**config.mk**
```make
export PLATFORM = sky130hd
export DESIGN_NAME = audio_rms_peak_meter_top
export DESIGN_NICKNAME = d
export VERILOG_FILES = /design/src/rtl/arpm_pkg.sv /design/src/rtl/arpm_serial_mul.sv /design/src/rtl/audio_rms_peak_meter_top.sv
export SDC_FILE = /design/constraint.sdc
export NUM_CORES = 1
export LEC_CHECK = 0
export BUFFER_PORTS_ARGS = -buffer_cell sky130_fd_sc_hd__buf_2
export CORE_MARGIN = 5
export CORE_UTILIZATION = 45
export DETAILED_ROUTE_END_ITERATION = 8
export PLACE_DENSITY = 0.63
export SYNTH_ARGS = -nofsm -noshare
export SYNTH_HDL_FRONTEND = slang
export SYNTH_SLANG_ARGS = --single-unit
export TNS_END_PERCENT = 5
```
**constraint.sdc**
```tcl
create_clock -name clk -period 10.4 [get_ports clk]
set_input_delay 2.08 -clock clk [delete_from_list [all_inputs] [get_ports clk]]
set_output_delay 2.08 -clock clk [all_outputs]
set_load 0.02 [all_outputs]
```
**src/rtl/arpm_pkg.sv**
```systemverilog
`timescale 1ns / 1ps

package arpm_pkg;

  localparam int SAMPLE_W = 16;
  localparam int MAG_W    = 16;
  localparam int SQ_W     = 31;
  localparam int DIV_W    = 10;
  localparam int HOLD_W   = 8;
  localparam int LEVEL_W  = 7;
  localparam int P_W      = DIV_W + LEVEL_W;
  localparam int Q_W      = 2 * P_W;
  localparam int IDX_W    = 2;
  localparam int BIT_W    = 3;

  localparam logic [LEVEL_W-1:0] LEVEL_MAX = 7'd100;

  localparam logic [IDX_W-1:0] REG_RMS_DIVISOR = 2'd0;
  localparam logic [IDX_W-1:0] REG_HOLD_FRAMES = 2'd1;
  localparam logic [IDX_W-1:0] REG_DECAY_STEP  = 2'd2;

  localparam logic [DIV_W-1:0]   RST_RMS_DIVISOR = 10'd150;
  localparam logic [HOLD_W-1:0]  RST_HOLD_FRAMES = 8'd20;
  localparam logic [LEVEL_W-1:0] RST_DECAY_STEP  = 7'd3;

  typedef enum logic [2:0] {
    S_IDLE,
    S_SQ,
    S_BIT,
    S_M1,
    S_M2,
    S_M3,
    S_PEAK
  } state_t;

endpackage

```
**src/rtl/arpm_serial_mul.sv**
```systemverilog
`timescale 1ns / 1ps

module arpm_serial_mul #(
  parameter int AW = 47,
  parameter int BW = 17
) (
  input  logic          clk,
  input  logic          rst,
  input  logic          start,
  input  logic [AW-1:0] a,
  input  logic [BW-1:0] b,
  output logic          done,
  output logic [AW-1:0] prod
);

  logic [AW-1:0] areg;
  logic [BW-1:0] breg;
  logic          busy;

  always_ff @(posedge clk) begin
    if (rst) begin
      busy <= 1'b0;
      done <= 1'b0;
    end else begin
      done <= 1'b0;
      if (start) begin
        busy <= 1'b1;
      end else if (busy && breg[BW-1:1] == '0) begin
        busy <= 1'b0;
        done <= 1'b1;
      end
    end
  end

  // one multiplier bit per cycle, lsb first
  always_ff @(posedge clk) begin
    if (start) begin
      areg <= a;
      breg <= b;
      prod <= '0;
    end else if (busy) begin
      if (breg[0]) begin
        prod <= prod + areg;
      end
      areg <= areg << 1;
      breg <= breg >> 1;
    end
  end

endmodule

```
**src/rtl/audio_rms_peak_meter_top.sv**
```systemverilog
`timescale 1ns / 1ps

// channel   direction  handshake              payload
// in        sink       in_valid / in_ready    sample, frame_end
// out       source     out_valid / out_ready  level, peak, overrun
// cfg       sink       cfg_valid / cfg_ready  cfg_index, cfg_data
//
// a sample's square is built one bit per cycle in the shared shift-add
// multiplier. a frame's last word adds the level search, seven candidate
// bits, each up to three multiplier passes. sync reset clears all control
// and returns the config defaults. a stalled result does not block sample
// intake, only the final update of the next frame.

module audio_rms_peak_meter_top #(
  parameter int MAX_FRAME_SAMPLES = 4096
) (
  input  logic                          clk,
  input  logic                          rst,
  input  logic                          in_valid,
  output logic                          in_ready,
  input  logic signed [arpm_pkg::SAMPLE_W-1:0] sample,
  input  logic                          frame_end,
  output logic                          out_valid,
  input  logic                          out_ready,
  output logic [arpm_pkg::LEVEL_W-1:0]  level,
  output logic [arpm_pkg::LEVEL_W-1:0]  peak,
  output logic                          overrun,
  input  logic                          cfg_valid,
  output logic                          cfg_ready,
  input  logic [arpm_pkg::IDX_W-1:0]    cfg_index,
  input  logic [arpm_pkg::DIV_W-1:0]    cfg_data
);

  import arpm_pkg::*;

  localparam int CW = $clog2(MAX_FRAME_SAMPLES + 1);
  localparam int SW = SQ_W + CW;
  localparam int AW = Q_W + CW;
  localparam int BW = (CW > P_W) ? CW : P_W;

  state_t state, state_next;

  logic [SW-1:0]      sum;
  logic [CW-1:0]      count;
  logic               dropped;
  logic               last;
  logic [LEVEL_W-1:0] peak_level;
  logic [HOLD_W-1:0]  hold;
  logic [LEVEL_W-1:0] best;
  logic [BIT_W-1:0]   idx;
  logic [DIV_W-1:0]   divisor;
  logic [HOLD_W-1:0]  hold_frames;
  logic [LEVEL_W-1:0] decay;

  logic               mul_start;
  logic [AW-1:0]      mul_a;
  logic [BW-1:0]      mul_b;
  logic               mul_done;
  logic [AW-1:0]      mul_prod;

  logic [MAG_W-1:0]   mag;
  logic               room;
  logic               accept;
  logic [LEVEL_W-1:0] cand;
  logic               cand_over;
  logic               fits;
  logic               slot_free;

  assign mag       = sample[SAMPLE_W-1] ? MAG_W'(-sample) : MAG_W'(sample);
  assign room      = count < CW'(MAX_FRAME_SAMPLES);
  assign in_ready  = (state == S_IDLE);
  assign accept    = in_valid && in_ready;
  assign cand      = best | (LEVEL_W'(1) << idx);
  assign cand_over = cand > LEVEL_MAX;
  assign fits      = mul_prod <= AW'(sum);
  assign slot_free = !out_valid || out_ready;
  assign cfg_ready = 1'b1;

  arpm_serial_mul #(
    .AW(AW),
    .BW(BW)
  ) u_mul (
    .clk  (clk),
    .rst  (rst),
    .start(mul_start),
    .a    (mul_a),
    .b    (mul_b),
    .done (mul_done),
    .prod (mul_prod)
  );

  always_ff @(posedge clk) begin
    if (rst) begin
      state <= S_IDLE;
    end else begin
      state <= state_next;
    end
  end

  always_comb begin
    state_next = state;
    mul_start  = 1'b0;
    mul_a      = '0;
    mul_b      = '0;
    case (state)
      S_IDLE: begin
        if (accept) begin
          if (room) begin
            mul_start  = 1'b1;
            mul_a      = AW'(mag);
            mul_b      = BW'(mag);
            state_next = S_SQ;
          end else if (frame_end) begin
            state_next = S_BIT;
          end
        end
      end
      S_SQ: begin
        if (mul_done) begin
          state_next = last ? S_BIT : S_IDLE;
        end
      end
      S_BIT: begin
        if (cand_over) begin
          if (idx == '0) begin
            state_next = S_PEAK;
          end
        end else begin
          mul_start  = 1'b1;
          mul_a      = AW'(divisor);
          mul_b      = BW'(cand);
          state_next = S_M1;
        end
      end
      S_M1: begin
        if (mul_done) begin
          mul_start  = 1'b1;
          mul_a      = AW'(mul_prod[P_W-1:0]);
          mul_b      = BW'(mul_prod[P_W-1:0]);
          state_next = S_M2;
        end
      end
      S_M2: begin
        if (mul_done) begin
          mul_start  = 1'b1;
          mul_a      = AW'(mul_prod[Q_W-1:0]);
          mul_b      = BW'(count);
          state_next = S_M3;
        end
      end
      S_M3: begin
        if (mul_done) begin
          state_next = (idx == '0) ? S_PEAK : S_BIT;
        end
      end
      S_PEAK: begin
        if (slot_free) begin
          state_next = S_IDLE;
        end
      end
      default: begin
        state_next = S_IDLE;
      end
    endcase
  end

  always_ff @(posedge clk) begin
    if (rst) begin
      divisor     <= RST_RMS_DIVISOR;
      hold_frames <= RST_HOLD_FRAMES;
      decay       <= RST_DECAY_STEP;
    end else if (cfg_valid && cfg_ready) begin
      case (cfg_index)
        REG_RMS_DIVISOR: divisor     <= cfg_data;
        REG_HOLD_FRAMES: hold_frames <= cfg_data[HOLD_W-1:0];
        REG_DECAY_STEP:  decay       <= cfg_data[LEVEL_W-1:0];
        default: begin
        end
      endcase
    end
  end

  always_ff @(posedge clk) begin
    if (rst) begin
      sum        <= '0;
      count      <= '0;
      dropped    <= 1'b0;
      last       <= 1'b0;
      peak_level <= '0;
      hold       <= '0;
      best       <= '0;
      idx        <= '0;
    end else begin
      case (state)
        S_IDLE: begin
          best <= '0;
          idx  <= BIT_W'(LEVEL_W - 1);
          if (accept) begin
            last <= frame_end;
            if (!room) begin
              dropped <= 1'b1;
            end
          end
        end
        S_SQ: begin
          if (mul_done) begin
            sum   <= sum + SW'(mul_prod[SQ_W-1:0]);
            count <= count + CW'(1);
          end
        end
        S_BIT: begin
          if (cand_over && idx != '0) begin
            idx <= idx - BIT_W'(1);
          end
        end
        S_M3: begin
          if (mul_done) begin
            if (fits) begin
              best <= cand;
            end
            if (idx != '0) begin
              idx <= idx - BIT_W'(1);
            end
          end
        end
        S_PEAK: begin
          if (slot_free) begin
            if (best > peak_level) begin
              peak_level <= best;
              hold       <= hold_frames;
            end else if (hold != '0) begin
              hold <= hold - HOLD_W'(1);
            end else begin
              peak_level <= (peak_level >= decay) ? peak_level - decay : '0;
            end
            sum     <= '0;
            count   <= '0;
            dropped <= 1'b0;
          end
        end
        default: begin
        end
      endcase
    end
  end

  // result word register
  always_ff @(posedge clk) begin
    if (rst) begin
      out_valid <= 1'b0;
    end else if (state == S_PEAK && slot_free) begin
      out_valid <= 1'b1;
    end else if (out_ready) begin
      out_valid <= 1'b0;
    end
  end

  always_ff @(posedge clk) begin
    if (state == S_PEAK && slot_free) begin
      level   <= best;
      overrun <= dropped;
      if (best > peak_level) begin
        peak <= best;
      end else if (hold != '0) begin
        peak <= peak_level;
      end else begin
        peak <= (peak_level >= decay) ? peak_level - decay : '0;
      end
    end
  end

endmodule

```
### Yosys cells after proc, flatten, opt, wreduce, memory -nomap -nowiden

Index checks and enable logic that the tools add are counted.

* $add $sub $neg: 7
* order comparisons: 5
* bitwise logic cells: 1
* shift-type cells: 1
* equality and inequality tests: 20
* reduce and logical (&&, ||, !) cells: 34
* multiplexer cells: 62

Operators with widths (count)
* one-hot mux 34 bit (4 select lines): 1
* 2-to-1 mux 47 bit: 2
* 2-to-1 mux 44 bit: 2
* one-hot mux 44 bit (2 select lines): 1
* 2-to-1 mux 16 bit: 5
* 2-to-1 mux 17 bit: 4
* one-hot mux 17 bit (4 select lines): 1
* adder 47 bit: 1
* less-or-equal comparator 47 x 44 -> 1 bit: 1
* adder 44 x 31 -> 44 bit: 1
* 2-to-1 mux 3 bit: 14
* 2-to-1 mux 7 bit: 6
* 2-to-1 mux 13 bit: 3
* 2-to-1 mux 34 bit: 1
* one-hot mux 13 bit (2 select lines): 1
* one-hot mux 3 bit (7 select lines): 1
* zero test 16 bit: 1
* 2-to-1 mux 8 bit: 2
* negator 16 bit: 1
* one-hot mux 7 bit (2 select lines): 1
* nonzero test 2 bit: 7
* adder 13 x 1 -> 13 bit, second input constant: 1
* < comparator 13 bit, second input constant: 1
* 2-to-1 mux 1 bit: 12
* 34 further kinds: 59

* flip-flop bits (word level): 241

### Longest topological paths before layout

Gate-level depths: netlist of the first run.

* depth in word-level cells: 6
* mapped depth: 14
* gate-level depth less buffers: 13

### By module

A second synthesis of the first run with hierarchy kept.

* cell total of the unflattened synthesis: 1943
* area total of the unflattened synthesis: 16572.1 µm²

Modules (own cells, without submodules)
* audio_rms_peak_meter_top: cells an instance 1217, sequential area each 2712.6 µm², area an instance 9532.9 µm², times used 1
* arpm_serial_mul: cells an instance 726, sequential area each 2902.8 µm², area an instance 7039.3 µm², times used 1

### Worst setup path before layout of the first run

No wires, ideal clock.

* path type: input -> register
* start: in in_valid
* end: reg u_mul.areg[0] (enable)
* arrival: 4263 ps
* data required time: 9982 ps
* path slack: 5719 ps
* path buffers: 2
* library setup time: 418 ps
* cell stages on the path: 7
* cell sequence: nand2_1 -> nor2_1 -> or3_1 -> clkbuf_1 -> clkbuf_1 -> nor2_1 -> inv_1

* longest elaborated chain between the ends: 4

Ends and longest elaborated chain
* from (decl): line audio_rms_peak_meter_top.sv:19 `input logic in_valid,`
* logical AND 1 bit: line audio_rms_peak_meter_top.sv:72 `assign accept = in_valid && in_ready;`
* 2-to-1 mux 1 bit: line audio_rms_peak_meter_top.sv:107 `if (accept) begin`
* one-hot mux 1 bit (3 select lines): line audio_rms_peak_meter_top.sv:105 `case (state)`
* nonzero test 2 bit (no line)
* to (signal assigned): line arpm_serial_mul.sv:45 `areg <= areg << 1;`
* to (decl): line arpm_serial_mul.sv:16 `logic [AW-1:0] areg;`

No other way between the ends.
A chain may end at the register's enable or synchronous reset.

### Worst setup path after layout of the first run

* start: in out_ready
* end: reg sum[43]

* longest elaborated chain between the ends: 3

Ends and longest elaborated chain
* from (decl): line audio_rms_peak_meter_top.sv:24 `input logic out_ready,`
* logical OR 1 bit: line audio_rms_peak_meter_top.sv:76 `assign slot_free = !out_valid || out_ready;`
* inequality test 2 bit (no line)
* AND reduction 3 bit (no line)
* to (signal assigned): line audio_rms_peak_meter_top.sv:207 `sum <= sum + SW'(mul_prod[SQ_W-1:0]);`
* to (decl): line audio_rms_peak_meter_top.sv:43 `logic [SW-1:0] sum;`

No other way between the ends.

==> impl_results.md, run 1 <==
- Async SR Flop Fraction: 0%
- VDD IR-drop max: 129 uV
- Worst Path Required: 10.88 ns
- Die ar.: 38900 um2
- Worst-path fanout max: 32
- Tot GR Track Use: 20.9%
- DP Wirelength: 30.7 mm
- Maximum root-to-sink buffer count: 3
- Net count after synthesis: 2040
- Leak: 6.97 nW
- Placement row count: 68
- Post-Syn Instances: 1860
- Final core occ: 50.3%
- Max_cap viols: 0
- # port buffers: 50
- H-tree levels: 1
- Chip Height: 197 um
- Synth warnings: 0
- Area grow syn2layout: 10.1%
- Tot Pwr: 3.61 mW
- Max Freq: 227 MHz
- # hold bufs at CTS: 0
- Root buffer cell: clkbuf_16
- Post-synth cell types: 80
- Final WS setup: 5.99 ns
- First-pass GRT wire length: 66.7 mm
- Period minus WS final: 4.41 ns
- Io pins: 52
- Total overflow reported by the global router: 0
- Endpoint class of the critical path: flip-flop
- Setup TNS: 0 ns
- CTS Sinks: 241
- Worst hold path type: reg2reg
- CTS resizes: 0
- WP data arrival: 4.89 ns
- Endpoints failing setup: 0
- Slew Viols, Final: 0
- Total Wirelength: 42.2 mm
- Antenna viol nets, final: 0
- Post-Syn Area per Cell: 8.48 um2
- Slew @ Worst Pin: 1.07 ns
- Reg clk slew, reported paths: 0.06 ns
- Global placement routability congestion: 0.905
- Clock Latency Late Sink: 0.55 ns
- PwrDens: 208 nW/um2
- Setup CP Type: in2reg
- Seq/Total Area, Yosys: 35.6%
- DR WL/cell: 18.0 um
- CTS tree: built
- Diodes inserted: 0
- Core Box Area: 34500 um2
- Total Nets Final: 2054
- Hold Fails Final Rpt: 0
- Initial drt markers: 1074
- Total number of vias: 13600
- CP max-delay cell: nand2_2
- Critical path cell sequence: buf_2 > nand2b_1 > nand2b_1 > buf_4 > nand2_2 > nand2_1 > nor2_1 > nand4_1 > or2_2 > or3_1 > or4_1 > a21oi_1
- Total setup buffers inserted after CTS: 0
- Die width: 197 um
- Placed cells: 2298
- Pre-CTS setup slack: 5.44 ns
- Initial core utilization: 45.6%
- First-pass DRT Iterations: 6
- Final std cells w/o fill: 2350
- Largest net degree at the start of global routing: 81
- Layout cells sized above 1: 7.02%
- Buf+Inv Stages, Crit Path: 2
- Vias in the first global route: 12500
- Post-Syn Area: 15800 um2
- Status: completed
- Period utilization: 42.4%
- Most common flop cell mapped by yosys: dfxtp_1
- Initial antenna violation count: 0
- CP most frequent cell: nand2b_1
- Normalized max-slew margin: 28.6%
- CP startpoint kind: input port
- Vias per Instance: 5.79
- Delay-heaviest family, CP: simple AND/OR/NAND/NOR gates
- FF+latch count, synth: 241
- Crit path largest cell delay: 0.42 ns
- CTS Buf Count: 29
- Post-synth EDFFs: 79
- Clk_skew: 0.00902 ns
- Drc violations: 0
- Unrepaired setup endpoints after global routing: false
final timing paths:
| check | cells past startpoint | from | slack, ns | to |
|---|---|---|---|---|
| worst max-delay path | 12 | out_ready | 5.99 | sum[43] |
| worst min-delay path | 2 | hold[7] | 0.48 | hold[7] |
| worst max register to register | 11 | idx[0] | 6.34 | u_mul.areg[39] |
| worst min register to register | 2 | hold[7] | 0.48 | hold[7] |
cell families after synthesis:
logic type / after synthesis / share of synthesized area, %
AOI/OAI and AO/OA: 571 / 23.7
xor gates and xnor gates: 98 / 5.44
adders and majority gates: 146 / 11.7
buffers and inverters: 199 / 4.86
DFF: 241 / 35.6
muxes: 17 / 1.08
other: 1 / 0.0238
and+or+nand+nor: 587 / 17.5
synthesized netlist by cell type (40+ instances only):
cell	number	area, um2
ha_1	143	1790
inv_1	112	420
nor2_1	209	785
a21oi_1	199	996
o21ai_0	86	430
xor2_1	40	350
dfxtp_1	162	3240
xnor2_1	58	508
clkbuf_1	68	255
a21o_1	47	353
nand3_1	41	205
nand2_1	131	492
edfxtp_1	79	2370
flip-flops by register name, indices dropped and copies added, names as in the netlist, 8 cells and up:
signal / cells
count: 13
divisor: 10
hold: 8
hold_frames: 8
sum: 44
u_mul.areg: 47
u_mul.breg: 17
u_mul.prod: 47
layout by cell type (no fill, tap or decap), types with 47 or more instances in the layout:
master    instances
a21o_1           47
o21ai_0          86
nor2_1          208
xnor2_1          58
buf_2            50
inv_1           111
edfxtp_1         79
dfxtp_1         162
ha_1            143
a21oi_1         199
nand2_1         130
where the power goes:
part	switching, mW	leakage, nW	internal (mW)
Sequential	0.168	2.08	1.15
Clock	0.402	0.478	0.620
Combinational	0.769	4.42	0.501
area by class of cell:
| cell class | instances | area [um2] |
|---|---|---|
| Sequential cell | 241 | 5620 |
| Timing Repair Buffer | 68 | 385 |
| Multi-Input combinational cell | 1420 | 9410 |
| Tap cell | 455 | 569 |
| Clock buffer | 43 | 861 |
| Inverter | 114 | 428 |
| Clock inverter | 9 | 101 |
| Fill cell | 3379 | 17200 |
stage by stage:
step           hold WS [ns]  area [um2]
2_1_floorplan         0.409       15800
3_3_place_gp          0.458       16400
3_5_place_dp          0.467       16400
4_1_cts               0.476       17400
5_1_grt               0.499       17400
6_report              0.478       17400
per-layer routing:
layer	GRT usage, %	wire, um	vias to the layer above
met3	2.88	2180	62
li1	-	-	6780
met4	5.86	1110	0
met2	34.3	19500	327
met1	28.8	19400	6449
met5	0	0	-
tightest hold or removal path: cells and delay by family (launching register included):
family             cells  cell delay [ns]
DFF                    1             0.32
and+or+nand+nor        1             0.06
AOI/OAI and AO/OA      1             0.05
(Power assumes the default switching activity.)
==> inputs of run 2 (changes only) <==
ABC_AREA = 1   (was unset)
PLACE_DENSITY = 0.65   (was 0.63)
clock period = 3.7 ns   (was 10.4 ns; I/O delays follow)
==> run 2 against run 1 <==
Compared with the run above: register-to-register slack got worse by 5.6 ns; hold slack worse by 0.087 ns; clock skew is 0.025 ns higher; wire length rose by 38%; largest cell class unchanged; critical path type is now reg2reg; sequential power increased to 2.8 times the previous value; die area grew 11%.
==> impl_results.md, run 2 <==
- VDD IR-drop max: 398 uV (+210%)
- Die width: 208 um (+5.6%)
- Post-Syn Area per Cell: 6.67 um2 (-21%)
- Layout fillers: 4033 (+19%)
- Total overflow reported by the global router: 0 (unchanged)
- PwrDens: 552 nW/um2 (+170%)
- CTS Buf Count: 30 (+3.4%)
- Post-Syn Instances: 2650 (+42%)
- CTS tree: built
- Leak: 8.70 nW (+25%)
- Most common cell after layout, fill and taps aside: nand2_1
- First-pass GRT wire length: 91.1 mm (+36%)
- Diodes inserted: 0 (unchanged)
- Hold Fails Final Rpt: 0 (unchanged)
- Synth warnings: 0 (unchanged)
- Net count after synthesis: 2830 (+39%)
- CP most frequent cell: nand2_1
- Biggest regs: u_mul.areg (47), u_mul.prod (47), sum (44)
- Initial core utilization: 45.6% (about the same)
- DP Wirelength: 46.5 mm (+51%)
- Final WS setup: 0.731 ns (-5.26 ns)
- Chip Height: 208 um (+5.6%)
- Hold Path Stages: 3 (+1)
- Clk_skew: 0.0336 ns (+0.0246 ns)
- DR WL/cell: 18.0 um (+0.19%)
- Post-synth cell types: 53 (-34%)
- Crit path depth: 15 (+3)
- Async SR Flop Fraction: 0% (unchanged)
- Clock Latency Late Sink: 0.59 ns (+0.04 ns)
- Initial antenna violation count: 0 (unchanged)
- Pre-CTS setup slack: 0.840 ns (-4.60 ns)
- WP data arrival: 3.43 ns (-1.46 ns)
- Synth Area in Adders: 10.5% (-1.3 points)
- Worst Path Required: 4.16 ns (-6.72 ns)
- Global placement routability congestion: 0.969 (+7.2%)
- Reg clk slew, reported paths: 0.06 ns (about the same)
- Most common flop cell mapped by yosys: dfxtp_1
- CTS Sinks: 241 (unchanged)
- Post-synthesis mux area share: 0% (-1.1 points)
- Max Freq: 337 MHz
- Placement row count: 72 (+5.9%)
- Tot GR Track Use: 25.9% (+5.1 points)
- Setup CP Type: reg2reg
- Root buffer cell: clkbuf_16
- Synth top area share: 18.3% (-2.2 points)
- Crit path largest cell delay: 0.52 ns (+0.10 ns)
- # hold bufs at CTS: 0 (unchanged)
- CTS resizes: 0 (unchanged)
- Initial drt markers: 1440 (+34%)
- Post-synthesis compound-gate area fraction: 18.0% (-5.7 points)
- Period utilization: 80.3%
- Die ar.: 43300 um2 (+11%)
- CP max-delay cell: a21boi_0
- Area leader, netlist: dfxtp_1
- Setup TNS: 0 ns (unchanged)
- Vias in the first global route: 16700 (+34%)
- Worst-path fanout max: 4 (-88%)
- Endpoint class of the critical path: flip-flop
- Maximum root-to-sink buffer count: 3 (unchanged)
- Normalized max-slew margin: 39.0% (+10 points)
- Core Box Area: 38700 um2 (+12%)
- Hold WS: 0.391 ns (-0.0872 ns)
- Status: completed
- FF-to-FF path depth: 15 (+4)
- Slew @ Worst Pin: 0.913 ns (-0.153 ns)
- Total Wirelength: 58.3 mm (+38%)
- Buf+Inv Stages, Crit Path: 2 (unchanged)
- Largest net degree at the start of global routing: 66 (-19%)
- Synth cell count leaders: nand2_1, inv_1, nor2_1
- Vias per Instance: 5.45 (-5.9%)
- Unrepaired setup endpoints after global routing: false
- Area grow syn2layout: 10.3%
- Most frequent cell after synthesis: nand2_1
- Synth Area in Simple Gates: 28.0% (+10 points)
- Seq/Total Area, Yosys: 31.8% (-3.8 points)
- Synth top area cells: dfxtp_1, edfxtp_1, nand2_1
- Post-synthesis xor/xnor area fraction: 1.44% (-4.0 points)
- # port buffers: 50 (unchanged)
- Post-Syn Area: 17700 um2 (+12%)
- Total setup buffers inserted after CTS: 0 (unchanged)
- Drc violations: 0 (unchanged)
- Antenna viol nets, final: 0 (unchanged)
- Layout cells sized above 1: 5.66% (-1.4 points)
- Total number of vias: 17700 (+30%)
- Endpoints failing setup: 0 (unchanged)
- Max_cap viols: 0 (unchanged)
- Largest family of logic cells by synthesized area: simple AND/OR/NAND/NOR gates
- H-tree levels: 1 (unchanged)
- Period minus WS final: 2.97 ns
- Most frequent cells in the layout: nand2_1, inv_1, nor2_1
- CP startpoint kind: flip-flop
- Critical path cell sequence: ha_1 > fa_1 > nand2_1 > nand3_1 > and2_1 > nand2_1 > nand2_1 > a21boi_0 > inv_1 > nand2_1 > nand2_1 > a21oi_1 > o21ai_0 > nand2_1 > inv_1
- Delay-heaviest family, CP: simple AND/OR/NAND/NOR gates
- Total Nets Final: 2879 (+40%)
- Slew Viols, Final: 0 (unchanged)
- FF+latch count, synth: 241 (unchanged)
- Post-synth EDFFs: 79 (unchanged)
- First-pass DRT Iterations: 6 (unchanged)
- Io pins: 52 (unchanged)
- Worst hold path type: in2reg
## run 2: changes by cell type in the layout (fill, tap and decap cells not counted), moves of 52 or more
cell / change
nor2_1: +90
xnor2_1: -52
nand2_1: +452
inv_1: +287
nand3_1: +123
a21oi_1: +83
o21ai_0: +111
## run 2: cell type report
cell class / count / area, um2 / share of cell area [%]
multi-input cells: 1939 / 10300 / 52.6
flip-flops and latches: 241 / 5620 / 28.8
inverters: 413 / 1550 / 7.96
clock buffers: 41 / 853 / 4.38
well taps: 518 / 648 / 3.33
repair buffers: 74 / 443 / 2.27
clock inverters: 13 / 128 / 0.655
## run 2: logic make-up after synthesis
group	Yosys count
other cells	1
fa+ha+maj	146
compound gates	586
xor+xnor	29
buf+inv	470
simple gates	1177
flops	241
## run 2: per-stage QoR
step                util, %  instance area (um2)  power, mW  instances
floorplan                 -                17700       6.48       2650
global placement       47.8                18500       7.76       3185
detailed placement     47.8                18500       7.82       3185
CTS                    50.3                19500       10.8       3239
global route           50.3                19500       11.5       3239
finish                 50.3                19500       10.7       3239
## run 2: worst reg2reg max path: cells and delay by family, from the launching register on
kind / cells / cell delay [ns]
AOI/OAI and AO/OA: 3 / 0.74
DFF: 1 / 0.39
and+or+nand+nor: 8 / 0.84
adders and majority gates: 2 / 0.70
buffers and inverters: 2 / 0.17
## run 2: report_power, final
| part | internal [mW] | switching (mW) | leakage, nW | total, mW |
|---|---|---|---|---|
| Sequential | 3.22 | 0.423 | 2.11 | 3.64 |
| Clock | 1.69 | 1.22 | 0.483 | 2.91 |
| Combinational | 1.35 | 2.85 | 6.11 | 4.20 |
## run 2: layer usage
metal | global-route usage, % | vias to the layer above | share of wire [%]
met4 | 9.40 | 0 | 4.5
met2 | 43.8 | 524 | 46
li1 | - | 8877 | -
met1 | 34.2 | 8145 | 44
met3 | 3.22 | 111 | 5.4
met5 | 0 | - | 0
## run 2: path summary, 6_finish.rpt
path	startpoint	to	slack, ns
worst min-delay path	cfg_data[9]	divisor[9]	0.39
worst max-delay path	u_mul.areg[0]	u_mul.prod[20]	0.73
worst max register to register	u_mul.areg[0]	u_mul.prod[20]	0.73
worst min register to register	dropped	overrun	0.43
